## src/design/msv_pkg.sv

```systemverilog
// Shared types and constants for the multipass sector vote block.
package msv_pkg;

    localparam int HASH_W  = 32;
    localparam int C2_W    = 12;
    localparam int CNT_W   = 5;
    localparam int PASS_W  = 4;
    localparam int VERD_W  = 2;
    localparam int CFG_W   = 5;
    localparam int CFG_IDX_W = 2;

    localparam logic [CNT_W-1:0] PASS_CAP       = 5'd16;
    localparam logic [CNT_W-1:0] FAIL_LIMIT     = 5'd3;
    localparam logic [CNT_W-1:0] UNUSABLE_LIMIT = 5'd5;

    localparam logic [CFG_IDX_W-1:0] CFG_MAX_PASSES       = 2'd0;
    localparam logic [CFG_IDX_W-1:0] CFG_REQUIRED_MATCHES = 2'd1;
    localparam logic [CFG_IDX_W-1:0] CFG_MIN_PASSES       = 2'd2;

    localparam logic [VERD_W-1:0] VERDICT_CONTINUE = 2'd0;
    localparam logic [VERD_W-1:0] VERDICT_MATCH    = 2'd1;
    localparam logic [VERD_W-1:0] VERDICT_FALLBACK = 2'd2;
    localparam logic [VERD_W-1:0] VERDICT_FAILED   = 2'd3;

    typedef struct packed {
        logic              read_ok;
        logic [C2_W-1:0]   c2_error_count;
        logic [HASH_W-1:0] sector_hash;
    } t_pass_in;

    typedef struct packed {
        logic [VERD_W-1:0] verdict;
        logic [HASH_W-1:0] final_hash;
        logic [CNT_W-1:0]  matching_passes;
        logic [CNT_W-1:0]  passes_required;
        logic [CNT_W-1:0]  total_passes;
        logic [CNT_W-1:0]  c2_error_passes;
        logic              is_secure;
        logic [PASS_W-1:0] source_pass;
    } t_vote_out;

    typedef struct packed {
        logic [HASH_W-1:0] value;
        logic [CNT_W-1:0]  count;
        logic [PASS_W-1:0] first_pass;
    } t_entry;

endpackage

```

## src/design/multipass_sector_vote_top.sv

```systemverilog
// Top level of the multipass sector vote block: hash table, sequencer and verdict logic.

// One request per read pass. A request is taken when start is high and busy is low;
// busy then stays high until the result appears on o_out with o_done high for one
// cycle, and that cycle must be captured. The taken request is followed by a search
// of the hash table: one table read per cycle through its single read port, then a
// last compare and a closing step. Next comes a rescan of the table, new hash
// included, for the acceptance and fallback picks. The verdict is formed last. A
// hash that is found early shortens the search, and an empty table ends it with no
// table read. A new hash that finds the table full is dropped. An unusable pass
// that ends the sector skips the search, and an unusable pass that does not end the
// sector skips both table walks.
module multipass_sector_vote_top
    import msv_pkg::*;
#(
    parameter int TABLE_DEPTH = 16
) (
    input  logic                 i_clk,
    input  logic                 i_rst_n,
    input  logic                 start,
    input  t_pass_in             i_in,
    output logic                 busy,
    output logic                 o_done,
    output t_vote_out            o_out,
    input  logic                 i_cfg_we,
    input  logic [CFG_IDX_W-1:0] i_cfg_idx,
    input  logic [CFG_W-1:0]     i_cfg_data
);

    localparam int AW = $clog2(TABLE_DEPTH);
    localparam int UW = $clog2(TABLE_DEPTH + 1);
    localparam logic [UW-1:0] DEPTH_U = UW'(TABLE_DEPTH);

    localparam logic [1:0] ST_IDLE   = 2'd0;
    localparam logic [1:0] ST_SEARCH = 2'd1;
    localparam logic [1:0] ST_SCAN   = 2'd2;
    localparam logic [1:0] ST_DECIDE = 2'd3;

    logic [1:0]        r_state;
    logic [CFG_W-1:0]  r_max_passes, r_required, r_min_passes;

    logic [UW-1:0]     r_used;
    logic [CNT_W-1:0]  r_pass, r_c2_total;
    logic [1:0]        r_fail;
    logic [2:0]        r_unusable;

    logic [HASH_W-1:0] r_hash;
    logic [PASS_W-1:0] r_first;
    logic [CNT_W-1:0]  r_total;
    logic              r_usable, r_end, r_min_ok;

    logic [UW-1:0]     r_addr;
    logic              r_rvalid;
    logic [AW-1:0]     r_ridx;
    t_entry            r_mem [TABLE_DEPTH];
    t_entry            r_q;

    logic              r_have;
    t_entry            r_pick, r_best;

    logic              r_done;
    t_vote_out         r_out;

    // Per-pass bookkeeping, evaluated on the request inputs.
    logic [CNT_W-1:0]  n_limit, n_total, n_c2_total;
    logic [1:0]        n_fail;
    logic [2:0]        n_unusable;
    logic              n_c2_nz, n_polluted, n_usable, n_end, n_streak_end;

    always_comb begin
        if (r_max_passes == '0) begin
            n_limit = 5'd1;
        end else if (r_max_passes > PASS_CAP) begin
            n_limit = PASS_CAP;
        end else begin
            n_limit = r_max_passes;
        end
        n_total    = (r_pass >= PASS_CAP) ? PASS_CAP : r_pass + 5'd1;
        n_c2_nz    = (i_in.c2_error_count != '0);
        n_c2_total = (n_c2_nz && r_c2_total < PASS_CAP) ? r_c2_total + 5'd1 : r_c2_total;
        n_polluted = i_in.read_ok && n_c2_nz && (r_pass < (n_limit >> 1));
        n_usable   = i_in.read_ok && !n_polluted;
        n_fail       = 2'd0;
        n_unusable   = 3'd0;
        n_streak_end = 1'b0;
        if (!i_in.read_ok) begin
            n_fail       = (5'(r_fail) < FAIL_LIMIT) ? r_fail + 2'd1 : r_fail;
            n_unusable   = (5'(r_unusable) < UNUSABLE_LIMIT) ? r_unusable + 3'd1 : r_unusable;
            n_streak_end = (5'(n_fail) >= FAIL_LIMIT);
        end else if (n_polluted) begin
            n_unusable   = (5'(r_unusable) < UNUSABLE_LIMIT) ? r_unusable + 3'd1 : r_unusable;
            n_streak_end = (5'(n_unusable) >= UNUSABLE_LIMIT);
        end
        n_end = n_streak_end || (n_total >= n_limit);
    end

    // Table walk: one read issued per cycle, compared the cycle after.
    logic              issue, match, not_found, tab_we;
    logic [AW-1:0]     tab_waddr;
    t_entry            tab_wdata;

    always_comb begin
        issue     = (r_addr < r_used);
        match     = r_rvalid && (r_q.value == r_hash);
        not_found = !r_rvalid && !issue;
        tab_we    = (r_state == ST_SEARCH) && (match || (not_found && r_used < DEPTH_U));
        if (match) begin
            tab_waddr            = r_ridx;
            tab_wdata.value      = r_hash;
            tab_wdata.count      = (r_q.count < PASS_CAP) ? r_q.count + 5'd1 : r_q.count;
            tab_wdata.first_pass = r_q.first_pass;
        end else begin
            tab_waddr            = r_used[AW-1:0];
            tab_wdata.value      = r_hash;
            tab_wdata.count      = 5'd1;
            tab_wdata.first_pass = r_first;
        end
    end

    always_ff @(posedge i_clk) begin
        if (tab_we) begin
            r_mem[tab_waddr] <= tab_wdata;
        end
        r_q <= r_mem[r_addr[AW-1:0]];
    end

    // Verdict formed from the scan results.
    t_vote_out n_out;

    always_comb begin
        n_out                 = '0;
        n_out.total_passes    = r_total;
        n_out.c2_error_passes = r_c2_total;
        n_out.verdict         = VERDICT_CONTINUE;
        if (r_usable && r_min_ok && r_have) begin
            n_out.verdict         = VERDICT_MATCH;
            n_out.final_hash      = r_pick.value;
            n_out.matching_passes = r_pick.count;
            n_out.passes_required = r_total;
            n_out.is_secure       = (r_c2_total == '0);
            n_out.source_pass     = r_pick.first_pass;
        end else if (r_end) begin
            if (r_best.count != '0) begin
                n_out.verdict         = VERDICT_FALLBACK;
                n_out.final_hash      = r_best.value;
                n_out.matching_passes = r_best.count;
                n_out.passes_required = r_total;
                n_out.is_secure       = (r_best.count >= r_required) && (r_c2_total == '0);
                n_out.source_pass     = r_best.first_pass;
            end else begin
                n_out.verdict = VERDICT_FAILED;
            end
        end
    end

    always_ff @(posedge i_clk) begin
        if (!i_rst_n) begin
            r_state      <= ST_IDLE;
            r_max_passes <= 5'd8;
            r_required   <= 5'd2;
            r_min_passes <= 5'd2;
            r_used       <= '0;
            r_pass       <= '0;
            r_c2_total   <= '0;
            r_fail       <= '0;
            r_unusable   <= '0;
            r_addr       <= '0;
            r_rvalid     <= 1'b0;
            r_have       <= 1'b0;
            r_done       <= 1'b0;
        end else begin
            r_done <= 1'b0;
            if (i_cfg_we) begin
                case (i_cfg_idx)
                    CFG_MAX_PASSES:       r_max_passes <= i_cfg_data;
                    CFG_REQUIRED_MATCHES: r_required   <= i_cfg_data;
                    CFG_MIN_PASSES:       r_min_passes <= i_cfg_data;
                    default: ;
                endcase
            end
            case (r_state)
                ST_IDLE: begin
                    if (start) begin
                        r_hash     <= i_in.sector_hash;
                        r_first    <= r_pass[PASS_W-1:0];
                        r_total    <= n_total;
                        r_pass     <= n_total;
                        r_c2_total <= n_c2_total;
                        r_fail     <= n_fail;
                        r_unusable <= n_unusable;
                        r_usable   <= n_usable;
                        r_end      <= n_end;
                        r_min_ok   <= (n_total >= r_min_passes);
                        r_addr     <= '0;
                        r_rvalid   <= 1'b0;
                        r_have     <= 1'b0;
                        r_best     <= '0;
                        if (n_usable) begin
                            r_state <= ST_SEARCH;
                        end else if (n_end) begin
                            r_state <= ST_SCAN;
                        end else begin
                            r_state <= ST_DECIDE;
                        end
                    end
                end
                ST_SEARCH: begin
                    if (match || not_found) begin
                        if (not_found && r_used < DEPTH_U) begin
                            r_used <= r_used + UW'(1);
                        end
                        r_addr   <= '0;
                        r_rvalid <= 1'b0;
                        r_state  <= ST_SCAN;
                    end else begin
                        if (issue) begin
                            r_addr <= r_addr + UW'(1);
                        end
                        r_rvalid <= issue;
                        r_ridx   <= r_addr[AW-1:0];
                    end
                end
                ST_SCAN: begin
                    if (r_rvalid) begin
                        if (r_q.count >= r_required && (!r_have || r_q.value < r_pick.value)) begin
                            r_have <= 1'b1;
                            r_pick <= r_q;
                        end
                        // Highest count wins; equal counts go to the smaller hash.
                        if (r_q.count > r_best.count ||
                            (r_best.count != '0 && r_q.count == r_best.count &&
                             r_q.value < r_best.value)) begin
                            r_best <= r_q;
                        end
                    end
                    if (not_found) begin
                        r_state <= ST_DECIDE;
                    end else begin
                        if (issue) begin
                            r_addr <= r_addr + UW'(1);
                        end
                        r_rvalid <= issue;
                    end
                end
                ST_DECIDE: begin
                    r_out   <= n_out;
                    r_done  <= 1'b1;
                    r_state <= ST_IDLE;
                    if (n_out.verdict != VERDICT_CONTINUE) begin
                        r_used     <= '0;
                        r_pass     <= '0;
                        r_c2_total <= '0;
                        r_fail     <= '0;
                        r_unusable <= '0;
                    end
                end
                default: begin
                    r_state <= ST_IDLE;
                end
            endcase
        end
    end

    assign busy   = (r_state != ST_IDLE);
    assign o_done = r_done;
    assign o_out  = r_out;

endmodule

```

## config.mk

```make
export PLATFORM = sky130hd
export DESIGN_NAME = multipass_sector_vote_top
export DESIGN_NICKNAME = d
export VERILOG_FILES = /design/src/design/msv_pkg.sv /design/src/design/multipass_sector_vote_top.sv
export SDC_FILE = /design/constraint.sdc
export NUM_CORES = 1
export LEC_CHECK = 0
export BUFFER_PORTS_ARGS = -buffer_cell sky130_fd_sc_hd__buf_4
export CAP_MARGIN = 20
export CORE_UTILIZATION = 50
export CTS_CLUSTER_DIAMETER = 80
export DETAILED_ROUTE_END_ITERATION = 12
export PLACE_DENSITY = 0.68
export SYNTH_ARGS = -nofsm -noshare
export SYNTH_HDL_FRONTEND = slang
export SYNTH_SLANG_ARGS = --single-unit
```

## constraint.sdc

```tcl
create_clock -name i_clk -period 5.63 [get_ports i_clk]
set_clock_uncertainty 0.15 [all_clocks]
set_input_delay 1.4075 -clock i_clk [delete_from_list [all_inputs] [get_ports i_clk]]
set_output_delay 1.4075 -clock i_clk [all_outputs]
set_load 0.005 [all_outputs]
```

==> metrics.csv, run 1 <==
metric,value,unit
Crit-path slowest cell,or4_1,
pwr/cell area,389,nW/um^2
"delay-heaviest family, CP",simple AND/OR/NAND/NOR gates,
GPL Wtd Cong,0.889,
chip height,275,um
reg2reg path depth,7,
H-tree depth,3,
Clock Latency Late Sink,660,ps
DR pass1 iterations,10,
Max Slew Vio Count,0,
TritonCTS Buffers,96,
Slew @ Worst Pin,1000,ps
IO Count,117,
Area Overhead vs Synth,15.5,%
nature of the critical path startpoint,flip-flop,
LEAKAGE,14.4,nW
Mapped Cells,1989,
Die Wd,275,um
grt total ovfl,0,
crit-path cells,"xor2_1, nor4_1, nand4_1, or4_1, or3_4, o2bb2ai_4, buf_4",
drt initial violations,1636,
hold path depth,0,
Max Cap Violations,0,
Synth Flop Type,edfxtp_1,
Post CTS Setup Buffer Count,0,
vias per std cell,5.95,
Fmax,0.223,GHz
Worst Path Required,5730,ps
CP Max Fanout,41,
fin crit period,4480,ps
DP Worst Slack,1100,ps
final wirelength,84200,um
endpoints failing setup,0,
final core utilization,58.6,%
"Reg clk slew, reported paths",60,ps
Post-DP Area,39600,um^2
PortBufs,116,
largest net degree at the start of global routing,105,
Routed Antenna Nets,0,
"Seq/Total Area, Yosys",72.9,%
RSZ-0062 raised after global routing,false,
n_diodes,0,
Crit path depth,7,
Initial Utilization,50.8,%
crit share post-route,79.6,%
Synth Cell Area,37200,um^2
Post-synth EDFFs,845,
HP Class,reg -> reg,
critical path buffer and inverter count,1,
GRT Util Overall,22.9,%
Detail Placement HPWL,50400,um
via count,19100,
Final Hold Fails,0,
WHS,298,ps
clk sinks,931,
Final TNS setup,0,ps
first-pass GRT wire length,125000,um
initial antenna violation count,2,
share of cells above drive strength 1,24.5,%
CP Capture Type,flip-flop,
slew margin rel.,32.9,%
finished layout cell area,42900,um^2
Syn. warnings,0,
clk root buf,clkbuf_16,
Core Rows,99,
failing checks,design-rule violations,
"IR drop worst, VDD",0.259,mV
Fillers,5208,
ys async rst share,0,%
Syn Area/Cell,18.7,um^2
Core Area,73200,um^2
DRC violation count after routing,10,
Die ar.,75400,um^2
Yosys reg bits,931,
number of global-route vias before repair,19700,
NumNets Final,2332,
WL/cell,26.3,um
CTS tree,done,
"Distinct cells, synth",62,
register area,27100,um^2
cts hold-fix bufs,0,
CP max stage delay,920,ps
critical path class,reg -> reg,
Worst EP arrival,4580,ps
multi-input logic area,9630,um^2
post-CTS resize count,0,
clock buffer depth,3,
post-synthesis net count,2152,
status,"complete, but fails checks",
Final WS setup,1150,ps
## cell usage in the layout, fill, tap and decap left out, types with 16 or more instances in the layout
cell type  count
edfxtp_1     845
mux4_2       205
buf_4        145
ha_1         107
inv_1        101
clkbuf_16     97
nand2_1       82
dfxtp_1       82
nor2_1        57
o21ai_0       56
a21oi_1       46
and2_1        46
xor2_1        33
nand3_1       22
clkinv_2      20
mux2i_1       17
nor2b_1       16
a21o_1        16
## synth_stat cells, drive strengths merged (15+ instances only)
cell | instances | area share, %
edfxtp | 845 | 68
mux4 | 205 | 12
ha | 107 | 3.6
inv | 101 | 1.0
dfxtp | 86 | 4.6
nand2 | 82 | 0.83
nor2 | 59 | 0.60
o21ai | 56 | 0.75
a21oi | 51 | 0.69
clkbuf | 48 | 0.48
and2 | 46 | 0.77
xor2 | 33 | 0.78
buf | 25 | 0.32
nand3 | 22 | 0.30
a21o | 17 | 0.34
mux2i | 17 | 0.46
nor2b | 16 | 0.27
nor3 | 15 | 0.20
## worst register-to-register path, cell delays in order (launching register included)
cell	delay (ps)
edfxtp_1	580
xor2_1	310
nor4_1	550
nand4_1	220
or4_1	920
or3_4	520
o2bb2ai_4	150
buf_4	630
## area by class of cell
class | count | area share, %
sequential | 931 | 63.2
multi-input combinational | 883 | 22.4
clock buffer | 123 | 6.17
timing repair buffer | 155 | 2.97
tap | 959 | 2.80
clock inverter | 54 | 1.54
inverter | 102 | 0.892
## per-stage QoR
step,total power [mW],cells
6_report,16.7,3207
4_1_cts,16.8,3205
5_1_grt,17.3,3207
3_3_place_gp,10.2,3028
2_1_floorplan,9.55,1989
3_5_place_dp,10.3,3028
## flip-flops by register name, indices dropped and copies added, names as in the netlist, 2 cells and up
| signal | cells |
|---|---|
| r_c2_total | 5 |
| r_hash | 32 |
| r_q | 41 |
| r_required | 5 |
| r_pass | 5 |
| r_pick | 41 |
| r_best | 41 |
| r_ridx | 4 |
| r_first | 4 |
| r_addr | 5 |
| o_out | 59 |
| r_total | 5 |
| r_used | 5 |
| r_fail | 2 |
| r_max_passes | 5 |
| r_mem | 656 |
| r_unusable | 3 |
| r_state | 2 |
| r_min_passes | 5 |
## logic make-up (layout without fill, tap and decap cells)
group / count (synthesis) / after routing / synth area share, %
AOI/OAI and AO/OA: 207 / 207 / 3.57
xor gates and xnor gates: 41 / 41 / 0.966
adders and majority gates: 107 / 107 / 3.60
buffers and inverters: 175 / 434 / 1.83
DFF: 931 / 931 / 72.9
muxes: 226 / 226 / 13.0
and+or+nand+nor: 302 / 302 / 4.10
## final timing paths
path | end | start | slack [ps]
worst max-delay path | r_mem[3][12] | r_hash[5] | 1150
worst min-delay path | o_out[14] | r_total[4] | 300
worst max register to register | r_mem[3][12] | r_hash[5] | 1150
worst min register to register | o_out[14] | r_total[4] | 300
## per-layer routing
layer / track usage, % / wire length, um / up-vias / share of wire (%)
met5: 0 / 0 / - / 0
met2: 36.9 / 40800 / 715 / 48
met4: 6.80 / 1960 / 0 / 2.3
li1: - / - / 8297 / -
met3: 3.59 / 6090 / 129 / 7.2
met1: 32.3 / 35300 / 9951 / 42
## report_power, final
part	total (mW)	internal, mW	leakage [nW]	switching [mW]
combinational	1.84	0.796	4.34	1.04
clock	6.56	3.93	1.63	2.64
sequential	8.30	7.95	8.42	0.352
Power figures use the tool's default switching activity.
==> run 2, diff against run 1 <==
--- a/config.mk
+++ b/config.mk
@@ -10,7 +10,7 @@
 export CORE_UTILIZATION = 50
 export CTS_CLUSTER_DIAMETER = 80
 export DETAILED_ROUTE_END_ITERATION = 12
-export PLACE_DENSITY = 0.68
+export PLACE_DENSITY = 0.65
 export SYNTH_ARGS = -nofsm -noshare
 export SYNTH_HDL_FRONTEND = slang
 export SYNTH_SLANG_ARGS = --single-unit
==> constraint.sdc (replaced) <==
create_clock -name i_clk -period 4.15 [get_ports i_clk]
set_clock_uncertainty 0.15 [all_clocks]
set_input_delay 1.0375 -clock i_clk [delete_from_list [all_inputs] [get_ports i_clk]]
set_output_delay 1.0375 -clock i_clk [all_outputs]
set_load 0.005 [all_outputs]
==> metrics.csv, run 2 (synthesized netlist as in run 1, its figures left out) <==
metric,value,unit,change
Fmax,0.260,GHz,was 0.223 GHz
initial antenna violation count,2,,unchanged
Final WS setup,306,ps,was 1150 ps
WL met1,37300,um,was 35300 um
Die Wd,275,um,unchanged
Core Rows,99,,unchanged
Largest Register,r_mem,,unchanged
Clock power frac,38.8,%,was 39.3%
Max Slew Vio Count,0,,unchanged
LEAKAGE,14.5,nW,was 14.4 nW
clk root buf,clkbuf_16,,unchanged
GPL Wtd Cong,0.845,,was 0.889
Worst Path Required,4360,ps,was 5730 ps
multi-input logic area,9630,um^2,about the same
via count,19000,,was 19100
DP Worst Slack,422,ps,was 1100 ps
WHS,290,ps,was 298 ps
TritonCTS Buffers,94,,was 96
grt total ovfl,0,,unchanged
Clock Latency Late Sink,660,ps,about the same
chip height,275,um,unchanged
critical path class,reg -> reg,,unchanged
endpoints failing setup,0,,unchanged
power share of the combinational group,11.4,%,was 11.0%
Post CTS Setup Buffer Count,0,,unchanged
GRT Util Overall,23.0,%,was 22.9%
Final TNS setup,0,ps,unchanged
pwr/cell area,521,nW/um^2,was 389 nW/um^2
"IR drop worst, VDD",0.392,mV,was 0.259 mV
Sw Ratio,24.3,%,was 24.1%
Routed Antenna Nets,0,,unchanged
clock buffer depth,3,,unchanged
Area Overhead vs Synth,16.3,%,was 15.5%
DR WL met3,4760,um,was 6090 um
slew margin rel.,29.0,%,was 32.9%
"commonest non-fill, non-tap cell in the layout",edfxtp_1,,unchanged
Post-Place Cells,3058,,was 3028
max reg flops,656,,unchanged
failing checks,design-rule violations,,unchanged
nature of the critical path startpoint,flip-flop,,unchanged
H-tree depth,3,,unchanged
largest net degree at the start of global routing,116,,was 105
sequential power share,49.8,%,was 49.7%
Core Area,73200,um^2,unchanged
status,"complete, but fails checks",,unchanged
"Reg clk slew, reported paths",60,ps,about the same
PortBufs,116,,unchanged
Max Cap Violations,0,,unchanged
clk sinks,931,,unchanged
Die ar.,75400,um^2,unchanged
vias per std cell,5.87,,was 5.95
CTS tree,done,,unchanged
IO Count,117,,unchanged
DR pass1 iterations,11,,was 10
cts hold-fix bufs,0,,unchanged
most frequent cells in the layout,"edfxtp_1, mux4_2, buf_4, ha_1, inv_1",,unchanged
drt initial violations,1850,,was 1636
CP Capture Type,flip-flop,,unchanged
CP Max Fanout,41,,unchanged
number of global-route vias before repair,19600,,was 19700
post-CTS resize count,0,,unchanged
first-pass GRT wire length,126000,um,was 125000 um
NumNets Final,2358,,was 2332
final wirelength,84700,um,was 84200 um
crit share post-route,92.6,%,was 79.6%
fin crit period,3840,ps,was 4480 ps
Initial Utilization,50.8,%,unchanged
Slew @ Worst Pin,1060,ps,was 1000 ps
Worst EP arrival,4050,ps,was 4580 ps
Fillers,5310,,was 5208
DRC violation count after routing,24,,was 10
share of cells above drive strength 1,25.5,%,was 24.5%
Final Hold Fails,0,,unchanged
register area,27100,um^2,unchanged
HP Class,reg -> reg,,unchanged
WL/cell,26.2,um,was 26.3 um
Internal,17.0,mW,was 12.7 mW
net switching power,5.47,mW,was 4.03 mW
RSZ-0062 raised after global routing,false,,unchanged
wire length on met2,41300,um,was 40800 um
Post-Layout Cell Count,3237,,was 3207
Highest Signal Layer,met4,,unchanged
Detail Placement HPWL,50100,um,was 50400 um
-- run 2: cell count changes in the layout (fill, tap and decap cells not counted), moves of 2 or more --
cell and delta:
bufinv_16 -2, clkinv_1 -3, clkbuf_8 -3, buf_12 +12, clkbuf_1 +2, diode_2 +2, buf_4 +17, clkinvlp_4 +7
-- run 2: power groups by stage --
stage	clock, mW	combinational, mW	sequential (mW)
after floorplan	0	1.72	11.2
after global placement	0	2.54	11.4
after detailed placement	0	2.59	11.4
after CTS	8.88	2.60	11.2
after global routing	9.25	2.82	11.3
final	8.74	2.56	11.2
-- run 2: metal layers --
metal	vias up	track usage, %
met2	585	37.1
met5	-	0
li1	8356	-
met3	96	3.25
met4	0	5.76
met1	9963	33.3
-- run 2: cell type report --
class,instances,share of cell area [%]
sequential,931,62.8
multi-input combinational,883,22.3
clock buffer,121,5.99
timing repair buffer,183,3.79
tap,959,2.78
clock inverter,56,1.50
inverter,102,0.886
antenna,2,0.0116
-- run 2: path summary, 6_finish.rpt --
check / start / end / slack, ps / depth (start not counted)
min reg2reg: r_total[2] / o_out[12] / 290 / 0
max: r_used[3] / r_mem[14][28] / 310 / 9
max reg2reg: r_used[3] / r_mem[14][28] / 310 / 9
min: r_total[2] / o_out[12] / 290 / 0
-- run 2: worst max-delay path: stages, from the launching register on --
cell and delay (ps):
dfxtp_1 480, inv_1 140, ha_1 340, nor2b_1 150
and3_1 180, a21oi_1 570, nor3_1 230, a31oi_1 820
o22ai_4 180, buf_12 290
-- run 2: metrics by stage --
step | power [mW] | utilization [%] | instance area, um^2
floorplan | 13.0 | - | 37300
global placement | 13.9 | 54.6 | 40000
detailed placement | 14.0 | 54.6 | 40000
CTS | 22.7 | 59.0 | 43200
global route | 23.3 | 59.0 | 43200
finish | 22.5 | 59.0 | 43200
